File: config.mk
export PLATFORM = sky130hd
export DESIGN_NAME = position_frame_deframer_unit
export DESIGN_NICKNAME = d
export VERILOG_FILES = /design/src/rtl/pfd_pkg.sv /design/src/rtl/position_frame_deframer_unit.sv
export SDC_FILE = /design/constraint.sdc
export NUM_CORES = 1
export LEC_CHECK = 0
export BUFFER_PORTS_ARGS = -buffer_cell sky130_fd_sc_hd__buf_2
export CAP_MARGIN = 20
export CELL_PAD_IN_SITES_DETAIL_PLACEMENT = 1
export CELL_PAD_IN_SITES_GLOBAL_PLACEMENT = 2
export CORE_AREA = 3 3 219 435
export CTS_CLUSTER_DIAMETER = 40
export DETAILED_ROUTE_END_ITERATION = 10
export DIE_AREA = 0 0 222 438
export MAX_ROUTING_LAYER = met4
export PLACE_DENSITY_LB_ADDON = 0.1
export SYNTH_ARGS = -nofsm -noshare
export SYNTH_HDL_FRONTEND = slang
export SYNTH_SLANG_ARGS = --single-unit
File: constraint.sdc
create_clock -name clock -period 21.6 [get_ports clock]
set_input_delay 2.16 -clock clock [delete_from_list [all_inputs] [get_ports clock]]
set_output_delay 2.16 -clock clock [all_outputs]
set_load 0.02 [all_outputs]
File: src/rtl/pfd_pkg.sv
`timescale 1ns / 1ps

package pfd_pkg;

   localparam int unsigned MAX_RECORDS = 3;

   localparam logic [5:0] HEADER_LEN   = 6'd8;
   localparam logic [5:0] CSUM_BYTES   = 6'd2;
   localparam logic [5:0] POS_MAX      = 6'd63;

   localparam int unsigned RECORD_KINDS     = 3;
   localparam int unsigned WORDS_PER_RECORD = 4;

   typedef logic [15:0] word_type;
   typedef logic [1:0]  rec_idx_type;

   localparam rec_idx_type REC_OPPONENT     = 2'd0;
   localparam rec_idx_type REC_SECOND_OPP   = 2'd1;
   localparam rec_idx_type REC_SECOND_ROBOT = 2'd2;

   localparam logic CSR_SECOND_OPP_EN   = 1'b0;
   localparam logic CSR_SECOND_ROBOT_EN = 1'b1;

   // header "tnenoppo"
   function automatic logic [7:0] hdr_char(input logic [2:0] idx);
      logic [7:0] c;
      unique case (idx)
         3'd0: c = 8'h74;
         3'd1: c = 8'h6e;
         3'd2: c = 8'h65;
         3'd3: c = 8'h6e;
         3'd4: c = 8'h6f;
         3'd5: c = 8'h70;
         3'd6: c = 8'h70;
         3'd7: c = 8'h6f;
         default: c = 8'h00;
      endcase
      return c;
   endfunction

endpackage

File: src/rtl/position_frame_deframer_unit.sv
`timescale 1ns / 1ps

// Channel   Dir  Handshake        Payload
// req_      in   tvalid/tready    tdata[7:0] rx_byte
// rsp_      out  tvalid/tready    tdata[63:0] x,y,angle,distance; tuser[2:0]; tlast
// csr_      in   we               index[0], wdata[0]
//
// One byte is taken per cycle. The closing byte of a frame loads the result
// buffer; the checksum sum is formed in the following cycle and the records
// leave one per cycle, while rsp_tready is high, from the cycle after that.
// req_tready drops only when the next byte would close a frame while the
// buffer still holds undelivered results. Reset is synchronous.
module position_frame_deframer_unit (
   input  logic        clock,
   input  logic        reset,
   input  logic        req_tvalid,
   output logic        req_tready,
   input  logic [7:0]  req_tdata,   // [7:0] rx_byte
   output logic        rsp_tvalid,
   input  logic        rsp_tready,
   output logic [63:0] rsp_tdata,   // [15:0] pos_x, [31:16] pos_y, [47:32] angle, [63:48] distance
   output logic [2:0]  rsp_tuser,   // [1:0] record_index, [2] checksum_ok
   output logic        rsp_tlast,
   input  logic        csr_we,
   input  logic [0:0]  csr_index,
   input  logic [0:0]  csr_wdata
);

   localparam int unsigned NR = pfd_pkg::RECORD_KINDS;
   localparam int unsigned NW = pfd_pkg::WORDS_PER_RECORD;

   logic            so_en_ff, sr_en_ff;
   logic [5:0]      bp_ff, bp_in;
   logic            pay_ff, pay_in;
   pfd_pkg::word_type rec_ff [NR][NW];
   pfd_pkg::word_type rec_in [NR][NW];
   pfd_pkg::word_type csum_ff, csum_in;

   pfd_pkg::word_type snap_ff [NR][NW];
   pfd_pkg::word_type snap_csum_ff;
   logic [2:0]      snap_incl_ff;
   logic [1:0]      snap_n_ff;
   logic            chk_pend_ff;
   logic            out_valid_ff;
   logic            ok_ff;
   logic [1:0]      out_k_ff;

   logic            incl1, incl2;
   logic [1:0]      n1, n_rec;
   logic [5:0]      frame_len, bp_inc, off, rec_bytes;
   logic [2:0]      off_blk;
   logic [1:0]      rid;
   logic            req_acc, rsp_acc, frame_end, end_next, busy;
   pfd_pkg::word_type rsum [NR];
   pfd_pkg::word_type total;
   pfd_pkg::rec_idx_type sel;

   assign req_acc = req_tvalid & req_tready;
   assign rsp_acc = rsp_tvalid & rsp_tready;

   assign incl1     = so_en_ff && (pfd_pkg::MAX_RECORDS > 1);
   assign n1        = 2'd1 + {1'b0, incl1};
   assign incl2     = sr_en_ff && (32'(n1) < pfd_pkg::MAX_RECORDS);
   assign n_rec     = n1 + {1'b0, incl2};
   assign rec_bytes = {1'b0, n_rec, 3'b000};
   assign frame_len = pfd_pkg::HEADER_LEN + rec_bytes + pfd_pkg::CSUM_BYTES;
   assign bp_inc    = (bp_ff == pfd_pkg::POS_MAX) ? bp_ff : bp_ff + 6'd1;
   assign off       = (bp_ff >= pfd_pkg::HEADER_LEN) ? bp_ff - pfd_pkg::HEADER_LEN : 6'd0;
   assign off_blk   = off[5:3];

   always_comb begin
      priority if (off_blk == 3'd0) begin
         rid = pfd_pkg::REC_OPPONENT;
      end else if (off_blk == 3'd1 && incl1) begin
         rid = pfd_pkg::REC_SECOND_OPP;
      end else begin
         rid = pfd_pkg::REC_SECOND_ROBOT;
      end
   end

   assign busy       = chk_pend_ff | out_valid_ff;
   assign end_next   = pay_ff && (bp_inc >= frame_len);
   assign req_tready = !(busy && end_next);

   always_comb begin
      bp_in     = bp_ff;
      pay_in    = pay_ff;
      rec_in    = rec_ff;
      csum_in   = csum_ff;
      frame_end = 1'b0;
      if (req_acc) begin
         if (!pay_ff) begin
            if (bp_ff < pfd_pkg::HEADER_LEN && req_tdata == pfd_pkg::hdr_char(bp_ff[2:0])) begin
               bp_in = bp_ff + 6'd1;
            end else begin
               bp_in = 6'd0;
            end
            if (bp_in >= pfd_pkg::HEADER_LEN) begin
               bp_in  = pfd_pkg::HEADER_LEN;
               pay_in = 1'b1;
            end
         end else begin
            if (off_blk < {1'b0, n_rec}) begin
               if (off[0]) begin
                  rec_in[rid][off[2:1]] = {rec_ff[rid][off[2:1]][15:8] | req_tdata,
                                           rec_ff[rid][off[2:1]][7:0]};
               end else begin
                  rec_in[rid][off[2:1]] = {8'h00, req_tdata};
               end
            end else if (off == rec_bytes) begin
               csum_in = {8'h00, req_tdata};
            end else if (off == rec_bytes + 6'd1) begin
               csum_in = {csum_ff[15:8] | req_tdata, csum_ff[7:0]};
            end
            bp_in = bp_inc;
            if (bp_inc >= frame_len) begin
               frame_end = 1'b1;
               bp_in     = 6'd0;
               pay_in    = 1'b0;
            end
         end
      end
   end

   // checksum over the buffered frame
   always_comb begin
      for (int r = 0; r < NR; r++) begin
         rsum[r] = snap_incl_ff[r] ?
                   snap_ff[r][0] + snap_ff[r][1] + snap_ff[r][2] + snap_ff[r][3] : 16'h0000;
      end
      total = rsum[0] + rsum[1] + rsum[2];
   end

   always_ff @(posedge clock) begin
      if (reset) begin
         so_en_ff     <= 1'b0;
         sr_en_ff     <= 1'b0;
         bp_ff        <= 6'd0;
         pay_ff       <= 1'b0;
         csum_ff      <= '0;
         chk_pend_ff  <= 1'b0;
         out_valid_ff <= 1'b0;
         out_k_ff     <= 2'd0;
         for (int r = 0; r < NR; r++) begin
            for (int w = 0; w < NW; w++) begin
               rec_ff[r][w] <= '0;
            end
         end
      end else begin
         if (csr_we) begin
            unique case (csr_index)
               pfd_pkg::CSR_SECOND_OPP_EN:   so_en_ff <= csr_wdata[0];
               pfd_pkg::CSR_SECOND_ROBOT_EN: sr_en_ff <= csr_wdata[0];
               default: ;
            endcase
         end
         bp_ff   <= bp_in;
         pay_ff  <= pay_in;
         rec_ff  <= rec_in;
         csum_ff <= csum_in;
         chk_pend_ff <= frame_end;
         if (chk_pend_ff) begin
            out_valid_ff <= 1'b1;
            out_k_ff     <= 2'd0;
         end else if (rsp_acc) begin
            if (rsp_tlast) begin
               out_valid_ff <= 1'b0;
            end else begin
               out_k_ff <= out_k_ff + 2'd1;
            end
         end
      end
   end

   always_ff @(posedge clock) begin
      if (frame_end) begin
         snap_ff      <= rec_in;
         snap_csum_ff <= csum_in;
         snap_incl_ff <= {incl2, incl1, 1'b1};
         snap_n_ff    <= n_rec;
      end
      if (chk_pend_ff) begin
         ok_ff <= (total == snap_csum_ff);
      end
   end

   // with no second opponent the second slot carries the second robot
   always_comb begin
      priority if (out_k_ff == 2'd0) begin
         sel = pfd_pkg::REC_OPPONENT;
      end else if (out_k_ff == 2'd1 && snap_incl_ff[1]) begin
         sel = pfd_pkg::REC_SECOND_OPP;
      end else begin
         sel = pfd_pkg::REC_SECOND_ROBOT;
      end
   end

   assign rsp_tvalid = out_valid_ff;
   assign rsp_tdata  = {snap_ff[sel][3], snap_ff[sel][2], snap_ff[sel][1], snap_ff[sel][0]};
   assign rsp_tuser  = {ok_ff, sel};
   assign rsp_tlast  = (out_k_ff == snap_n_ff - 2'd1);

endmodule

==> results of run 1 <==
## metrics by stage
step	setup WS (ns)	cell area [µm²]	cells
floorplan	13.33	23900	2061
detailed placement	14.14	25600	3269
global placement	14.23	25600	3269
CTS	14.10	27800	3388
finish	14.12	27900	3394
global route	13.75	27900	3394
## layout make-up
| cell class | count | area share (%) |
|---|---|---|
| clock buffer | 77 | 6.40 |
| tap | 1192 | 5.34 |
| clock inverter | 42 | 1.63 |
| inverter | 139 | 1.87 |
| multi-input combinational | 1378 | 42.8 |
| sequential | 438 | 39.0 |
| timing repair buffer | 128 | 2.90 |
## flip-flops by register name, summed over array words and instances, names as in the netlist, named ones only
register / count
snap_n_ff: 2
rec_ff: 192
bp_ff: 6
rsp_tvalid: 1
ok_ff: 1
sr_en_ff: 1
pay_ff: 1
snap_ff: 192
csum_ff: 16
snap_csum_ff: 16
incl1: 1
chk_pend_ff: 1
snap_incl_ff: 2
out_k_ff: 2
## where the power goes
| part | internal [W] | total (W) | switching (W) |
|---|---|---|---|
| sequential | 0.000865 | 0.000866 | 0.00000143 |
| combinational | 0.00000992 | 0.0000401 | 0.0000302 |
| clock | 0.000675 | 0.00111 | 0.000438 |
## routing by layer
metal	vias to the layer above	wire length (µm)	GRT usage, %	share of wire [%]
met3	141	3320	3.06	3.4
met1	8489	39200	23.0	40
met4	0	3340	6.88	3.4
met2	323	52500	37.9	53
li1	7439	-	-	-
met5	-	0	-	0
## cells in the final DEF (no fill, tap or decap), types with 51 or more instances in the layout
cell                        instances
sky130_fd_sc_hd__a21oi_1           74
sky130_fd_sc_hd__o21ai_0           86
sky130_fd_sc_hd__inv_1            137
sky130_fd_sc_hd__mux2i_1           71
sky130_fd_sc_hd__nor2_1            61
sky130_fd_sc_hd__ha_1              58
sky130_fd_sc_hd__nand2_1          131
sky130_fd_sc_hd__dfxtp_1          225
sky130_fd_sc_hd__fa_1             119
sky130_fd_sc_hd__edfxtp_1         213
sky130_fd_sc_hd__buf_2             83
sky130_fd_sc_hd__xnor2_1           51
sky130_fd_sc_hd__nor2b_1          205
sky130_fd_sc_hd__clkbuf_16         69
sky130_fd_sc_hd__mux2_2           198
## kinds of logic (layout without fill, tap and decap cells)
logic type	count (synthesis)	in the layout
simple gates	553	553
fa+ha+maj	178	178
mux	273	273
buf+inv	245	386
compound gates	304	304
flops	438	438
xor+xnor	70	70
## worst min-delay path by stage
stage                                start                endpoint  slack [ns]  depth (start not counted)
finish              csum_ff[11]$_SDFF_PP0_  csum_ff[11]$_SDFF_PP0_        0.46                          2
global route        csum_ff[11]$_SDFF_PP0_  csum_ff[11]$_SDFF_PP0_        0.49                          2
CTS                 csum_ff[11]$_SDFF_PP0_  csum_ff[11]$_SDFF_PP0_        0.47                          2
detailed placement  csum_ff[11]$_SDFF_PP0_  csum_ff[11]$_SDFF_PP0_        0.46                          2
global placement    csum_ff[12]$_SDFF_PP0_  csum_ff[12]$_SDFF_PP0_        0.45                          2
floorplan           csum_ff[10]$_SDFF_PP0_  csum_ff[10]$_SDFF_PP0_        0.44                          2
## critical path, delay by kind of cell (launching register included)
kind,cells,cell delay (ns)
adders and majority gates,7,3.06
AOI/OAI and AO/OA,8,2.19
and+or+nand+nor,5,0.98
DFF,1,0.42
xor gates and xnor gates,2,0.39
buffers and inverters,4,0.23
==> key figures, run 1 <==
Outcome
  – Outcome: finished clean

Worst setup path
  – Critical-path cell with the highest stage delay: sky130_fd_sc_hd__o311ai_0
  – Critical path arrival: 7.93 ns
  – Worst endpoint required time: between 20 and 25 ns
  – Timing startpoint of the critical path: snap_ff[1]$_DFFE_PP_
  – Crit Reg-Reg Endpoint: ok_ff$_DFFE_PP_
  – Setup slack of the worst register-to-register path: 14.12 ns
  – Largest fanout on the critical path: 4
  – Critical path capture point type: flop
  – R2r worst-path depth: 26
  – Startpoint of the lowest-slack register-to-register path: snap_ff[1]$_DFFE_PP_
  – Critical setup path kind: reg2reg
  – Capturing instance or port of the critical path: ok_ff$_DFFE_PP_
  – Type of origin of the critical path: flop
  – Maximum cell stage delay along the critical path: 0.61 ns
  – Cell type with the highest occurrence count on the critical path: sky130_fd_sc_hd__fa_1

Clocking
  – Total clock sinks: 438
  – Total of cells resized after clock tree synthesis: 0
  – Register clock-pin slew on the reported worst setup and hold paths: 0.06 ns
  – Number of buffers inserted by hold repair at cts: 0
  – Clock tree from TritonCTS: done
  – Htree depth: 3
  – Inserted Clock Buffers: 66
  – Buffer depth of the longest clock path: 3
  – Number of post-CTS setup repair buffers: 0
  – Cell chosen for the clock root: sky130_fd_sc_hd__clkbuf_16
  – Clock insertion delay at the later pin of the skew report: around 0.64 ns

STA
  – Final setup violation count: 0
  – Post-Route Hold Slack: 0.463 ns
  – Summed negative setup slack over all endpoints: 0 ns
  – Hold Vio Cnt, Final: 0
  – Final Slew Violations: 0
  – Part of the cycle the worst path needs: 34.6%
  – Highest attainable clock frequency: 134 MHz
  – Worst Tran Pin Value: 1.13 ns
  – Fin crit period: 7.48 ns
  – Slew headroom: 24.4%
  – Unrepaired setup endpoints after global routing: no
  – Final Skew: 0.0332 ns

Floorplanning
  – Standard-cell row count: 157
  – Die Area: 0.0972 mm²
  – Count of pins on the block boundary: 85
  – Total core area: about 0.092 mm²
  – Horizontal die dimension: around 220 µm
  – Effective utilization at floorplan: roughly 26%
  – Chip Height: ~440 µm

Synth
  – Portion of the post-synthesis area used by sequential elements: between 40% and 50%
  – Synth async-reset ratio: 0%
  – Top-count cell post-synth: sky130_fd_sc_hd__dfxtp_1
  – Post-synthesis cell area: 0.0239 mm²
  – Number of unique standard cell types used by synthesis: 86
  – Synthesized-area fraction occupied by ao, oa, aoi and oai cells: 8.64%
  – Commonest register cell after synthesis: sky130_fd_sc_hd__dfxtp_1
  – Adder-Cell Fraction of Synth Area: between 10% and 20%
  – Library cell with the largest summed area after synthesis: sky130_fd_sc_hd__edfxtp_1
  – Dominant combinational cell family by area after synthesis: adder cells
  – Seq cells post-synth: 438
  – Multiplexer fraction of the synthesized cell area: about 13%
  – Synthesized area per cell: 11.6 µm²
  – Area fraction in and, or, nand and nor cells after synthesis: between 10 and 15%
  – Cells after Synth: 2061
  – Top area cells in the synthesized netlist: sky130_fd_sc_hd__edfxtp_1 27%, sky130_fd_sc_hd__dfxtp_1 19%, sky130_fd_sc_hd__fa_1 10%
  – Xor and xnor fraction of the mapped netlist area: 2.63%
  – Top cells by instance count after synthesis: 225 x sky130_fd_sc_hd__dfxtp_1, 213 x sky130_fd_sc_hd__edfxtp_1, 205 x sky130_fd_sc_hd__nor2b_1
  – Number of nets in the synthesized netlist: 2254
  – Yosys top cell area share: 26.8%
  – Count of warnings emitted by yosys: 0
  – Post-synth EDFFs: 213

Drt
  – Number of optimization iterations in the first detailed-route pass: 5
  – Routed vias/inst: 4.83
  – Total number of vias: 16392
  – Drt wl/cell: 29.0 µm
  – Final Routed Wirelength: 98.4 mm
  – Number of DRC violations after detailed routing: 0
  – Violation count after the first detailed-routing iteration: ~770
  – Antenna Violating Nets Remaining: 0

Power
  – Power Dens Cells: ~72 mW/mm²
  – Leakage: 10.9 nW
  – Post-layout power: slightly above 0.002 W
  – Worst IR drop on VDD: 0.0629 mV

Cells and area
  – Filler Cells Inserted: between 10000 and 15000
  – P&R area growth vs syn: 17.0%
  – Core Util, Final: 30.3%
  – Final antenna diode count: 0
  – FF+latch area: 0.0109 mm²
  – Final-stage net count: around 2300
  – Area used by multi-input combinational logic: between 0.01 and 0.015 mm²
  – Share of layout cells above drive strength 1: between 20 and 25%

Global route
  – Overflow left after global routing: 0
  – Global-route wire length before repair: 138 mm
  – Pin count of the biggest net entering global routing: 144
  – Total global routing track utilization: 20.7%
  – Vias in the first global route: 18057
  – Number of antenna violations at the first check in global routing: 3

Placed design
  – Input/output buffers: 84
  – Placer congestion estimate: 0.832
  – Final HPWL DP: 70.3 mm

Worst hold path
  – Kind of path behind the tightest hold check: reg2reg

Run
  – Max_cap viols: 0
Note: power is estimated with default switching activity, not from simulation.
==> run 2: changes to the inputs <==
==> constraint.sdc (replaced) <==
create_clock -name clock -period 6.5 [get_ports clock]
set_input_delay 0.65 -clock clock [delete_from_list [all_inputs] [get_ports clock]]
set_output_delay 0.65 -clock clock [all_outputs]
set_load 0.02 [all_outputs]
==> run 2 against run 1 <==
  * Fmax is 12% higher
  * The run now ends with negative setup slack left
  * Combinational power grew to 3.4 times the previous value
  * Cell count is 3.5% higher
  * Highest routed layer unchanged
  * Power grew to 3.2 times the previous value
  * Die area stayed put
==> key figures, run 2 (synthesized netlist as in run 1, its figures left out) <==
Drt
  – Drt wl/cell: 27.6 µm (-4.9%)
  – Routed vias/inst: 4.80 (-0.53%)
  – Final Routed Wirelength: 96.8 mm (-1.6%)
  – Violation count after the first detailed-routing iteration: 917 (+19%)
  – Number of optimization iterations in the first detailed-route pass: 7 (+2)
  – Antenna Violating Nets Remaining: 0 (unchanged)
  – Number of DRC violations after detailed routing: 0 (unchanged)
  – Total number of vias: 16877 (+3.0%)

Cells and area
  – Filler Cells Inserted: 9956 (-0.71%)
  – Most common library cell in the layout ignoring fill and taps: sky130_fd_sc_hd__dfxtp_1
  – Total non-filler cell area in the finished layout: 0.0290 mm² (+3.8%)
  – FF+latch area: 0.0109 mm² (unchanged)
  – Leading registers by flop count: rec_ff x192, snap_ff x192
  – Share of layout cells above drive strength 1: 27.9% (+5.6 points)
  – Area used by multi-input combinational logic: 0.0122 mm² (+2.0%)
  – Commonest cells after routing, fill and taps aside: 225 x sky130_fd_sc_hd__dfxtp_1, 213 x sky130_fd_sc_hd__edfxtp_1, 204 x sky130_fd_sc_hd__nor2b_1, 198 x sky130_fd_sc_hd__mux2_2, 164 x sky130_fd_sc_hd__buf_4
  – Number of standard cells in the final layout excluding fillers: 3513 (+3.5%)
  – Final-stage net count: 2463 (+5.1%)
  – P&R area growth vs syn: 21.5%

Worst setup path
  – Maximum cell stage delay along the critical path: 0.58 ns (-0.03 ns)
  – Critical path arrival: 7.18 ns (-0.75 ns)
  – Critical-path cell with the highest stage delay: sky130_fd_sc_hd__fa_1
  – Worst endpoint required time: 6.98 ns (-15.06 ns)
  – Kind of cell adding the most delay to the critical path: adder cells
  – Sum of buffers and inverters on the critical path: 3 (-1)
  – CP cell instances: fa_1 > fa_1 > ha_1 > a21o_1 > a21oi_2 > buf_4 > o21bai_2 > a211o_1 > and3_4 > nand2b_1 > o21ai_0 > nand3b_1 > fa_1 > fa_1 > fa_1 > inv_1 > ha_1 > buf_4 > or3_4 > o21a_1 > o211ai_1 > xnor2_1 > xnor2_1 > nor4_2
  – Number of stages on the worst setup path: 24 (-7.7%)
  – Largest fanout on the critical path: 5 (+1)
  – Cell type with the highest occurrence count on the critical path: sky130_fd_sc_hd__fa_1
  – R2r worst-path depth: 24 (-7.7%)
  – Critical path capture point type: flop
  – Type of origin of the critical path: flop
  – Critical setup path kind: reg2reg

STA
  – Unrepaired setup endpoints after global routing: yes
  – Part of the cycle the worst path needs: 103% (+68 points)
  – Final setup violation count: 1 (+1)
  – Worst Tran Pin Value: 1.11 ns (-0.0156 ns)
  – Summed negative setup slack over all endpoints: -0.200 ns (-0.200 ns)
  – Final Slew Violations: 0 (unchanged)
  – PnR worst setup slack: -0.200 ns (-14.32 ns)
  – Slew headroom: 25.7% (+1.3 points)
  – Highest attainable clock frequency: 149 MHz (+12%)
  – Final Skew: 0.0225 ns (-0.0108 ns)
  – Hold Vio Cnt, Final: 0 (unchanged)
  – Fin crit period: 6.70 ns (-0.783 ns)

Run
  – Max_cap viols: 0 (unchanged)

Clocking
  – Cell chosen for the clock root: sky130_fd_sc_hd__clkbuf_16
  – Inserted Clock Buffers: 55 (-17%)
  – Total clock sinks: 438 (unchanged)
  – Htree depth: 2 (-1)
  – Number of buffers inserted by hold repair at cts: 0 (unchanged)
  – Register clock-pin slew on the reported worst setup and hold paths: 0.07 ns (about the same)
  – Clock tree from TritonCTS: done
  – Clock insertion delay at the later pin of the skew report: 0.65 ns (about the same)
  – Buffer depth of the longest clock path: 3 (unchanged)

Global route
  – Number of antenna violations at the first check in global routing: 4 (+1)
  – Vias in the first global route: 18703 (+3.6%)
  – Overflow left after global routing: 0 (unchanged)
  – Total global routing track utilization: 20.4% (-0.30 points)
  – Pin count of the biggest net entering global routing: 156 (+8.3%)
  – Global-route wire length before repair: 138 mm (+0.46%)

Power
  – Worst IR drop on VDD: 0.191 mV (+200%)
  – Leakage: 11.4 nW (+4.8%)
  – Power Dens Cells: 222 mW/mm² (+210%)
  – Post-layout power: 0.00642 W (+220%)

Placed design
  – Placer congestion estimate: 0.802 (-3.6%)
  – Input/output buffers: 84 (unchanged)
  – Final HPWL DP: 72.6 mm (+3.2%)
  – Pre-CTS worst setup slack: -0.924 ns (-15.06 ns)
  – Placed Cells incl. Taps: 3394 (+3.8%)
  – Placed cell areas: 0.0266 mm² (+4.1%)

Floorplanning
  – Standard-cell row count: 157 (unchanged)
  – Die Area: 0.0972 mm² (unchanged)
  – Total core area: 0.0921 mm² (unchanged)
  – Count of pins on the block boundary: 85 (unchanged)
  – Effective utilization at floorplan: 25.9% (unchanged)
  – Horizontal die dimension: 222 µm (unchanged)
  – Chip Height: 438 µm (unchanged)

Worst hold path
  – Kind of path behind the tightest hold check: in2reg
  – Number of cells traversed by the worst hold path: 3 (+1)

Outcome
  – Outcome: finished, violations left
  – Failing checks: negative setup slack
-- run 2: changes by cell type in the layout (fill, tap and decap cells not counted), moves of 4 or more --
cell,previous run,this run
sky130_fd_sc_hd__buf_4,40,164
sky130_fd_sc_hd__clkbuf_16,69,55
sky130_fd_sc_hd__buf_12,2,10
sky130_fd_sc_hd__clkinv_8,0,7
sky130_fd_sc_hd__fa_1,119,114
sky130_fd_sc_hd__fa_2,0,5
sky130_fd_sc_hd__a21oi_1,74,70
sky130_fd_sc_hd__a21oi_2,1,5
sky130_fd_sc_hd__diode_2,0,4
sky130_fd_sc_hd__ha_1,58,54
sky130_fd_sc_hd__inv_8,4,0
-- run 2: worst reg2reg max path, stage by stage (launching register included) --
cell	delay (ns)
sky130_fd_sc_hd__edfxtp_1	0.43
sky130_fd_sc_hd__fa_1	0.58
sky130_fd_sc_hd__fa_1	0.44
sky130_fd_sc_hd__ha_1	0.29
sky130_fd_sc_hd__a21o_1	0.19
sky130_fd_sc_hd__a21oi_2	0.13
sky130_fd_sc_hd__buf_4	0.14
sky130_fd_sc_hd__o21bai_2	0.09
sky130_fd_sc_hd__a211o_1	0.35
sky130_fd_sc_hd__and3_4	0.21
sky130_fd_sc_hd__nand2b_1	0.15
sky130_fd_sc_hd__o21ai_0	0.15
sky130_fd_sc_hd__nand3b_1	0.13
sky130_fd_sc_hd__fa_1	0.51
sky130_fd_sc_hd__fa_1	0.51
sky130_fd_sc_hd__fa_1	0.49
sky130_fd_sc_hd__inv_1	0.04
sky130_fd_sc_hd__ha_1	0.23
sky130_fd_sc_hd__buf_4	0.18
sky130_fd_sc_hd__or3_4	0.40
sky130_fd_sc_hd__o21a_1	0.19
sky130_fd_sc_hd__o211ai_1	0.21
sky130_fd_sc_hd__xnor2_1	0.16
sky130_fd_sc_hd__xnor2_1	0.11
sky130_fd_sc_hd__nor4_2	0.23
-- run 2: path summary, 6_finish.rpt --
kind / slack (ns) / end / from
setup / recovery: -0.20 / ok_ff$_DFFE_PP_ / snap_ff[98]$_DFFE_PP_
hold / removal: 0.26 / incl1$_SDFFE_PP0P_ / csr_wdata
setup reg to reg: -0.20 / ok_ff$_DFFE_PP_ / snap_ff[98]$_DFFE_PP_
hold reg to reg: 0.47 / csum_ff[12]$_SDFF_PP0_ / csum_ff[12]$_SDFF_PP0_
-- run 2: where the power goes --
part           leakage [nW]  internal [W]  total, W  switching [W]
logic                  6.92     0.0000371  0.000137       0.000100
registers              3.53       0.00287   0.00288     0.00000488
clock network         0.975       0.00199   0.00341        0.00142
total                  11.4       0.00490   0.00642        0.00152
-- run 2: layer usage --
metal	vias up	GRT usage [%]	part of all wire (%)
met1	8802	22.8	40
li1	7668	-	-
met3	126	2.15	2.8
met2	281	38.2	54
met5	-	-	0
met4	0	5.97	3.2
-- run 2: stage by stage --
stage / utilization, % / hold slack (ns)
global placement: 28.9 / 0.448
finish: 31.5 / 0.261
global route: 31.5 / 0.259
floorplan: - / 0.439
detailed placement: 28.9 / 0.458
CTS: 31.4 / 0.210
-- run 2: layout make-up --
type	instances	area share [%]
antenna	4	0.0345
sequential	438	37.6
clock buffer	63	4.92
multi-input combinational	1378	42.0
timing repair buffer	258	6.41
inverter	139	1.80
clock inverter	41	2.04
tap	1192	5.15
-- run 2: repair_timing --
action                                  in CTS  in global routing
pin swaps                                   27                 18
buffers inserted                             7                  3
endpoints found under the setup margin       1                  1
cloned                                       0                  0
resized for setup                           39                  9
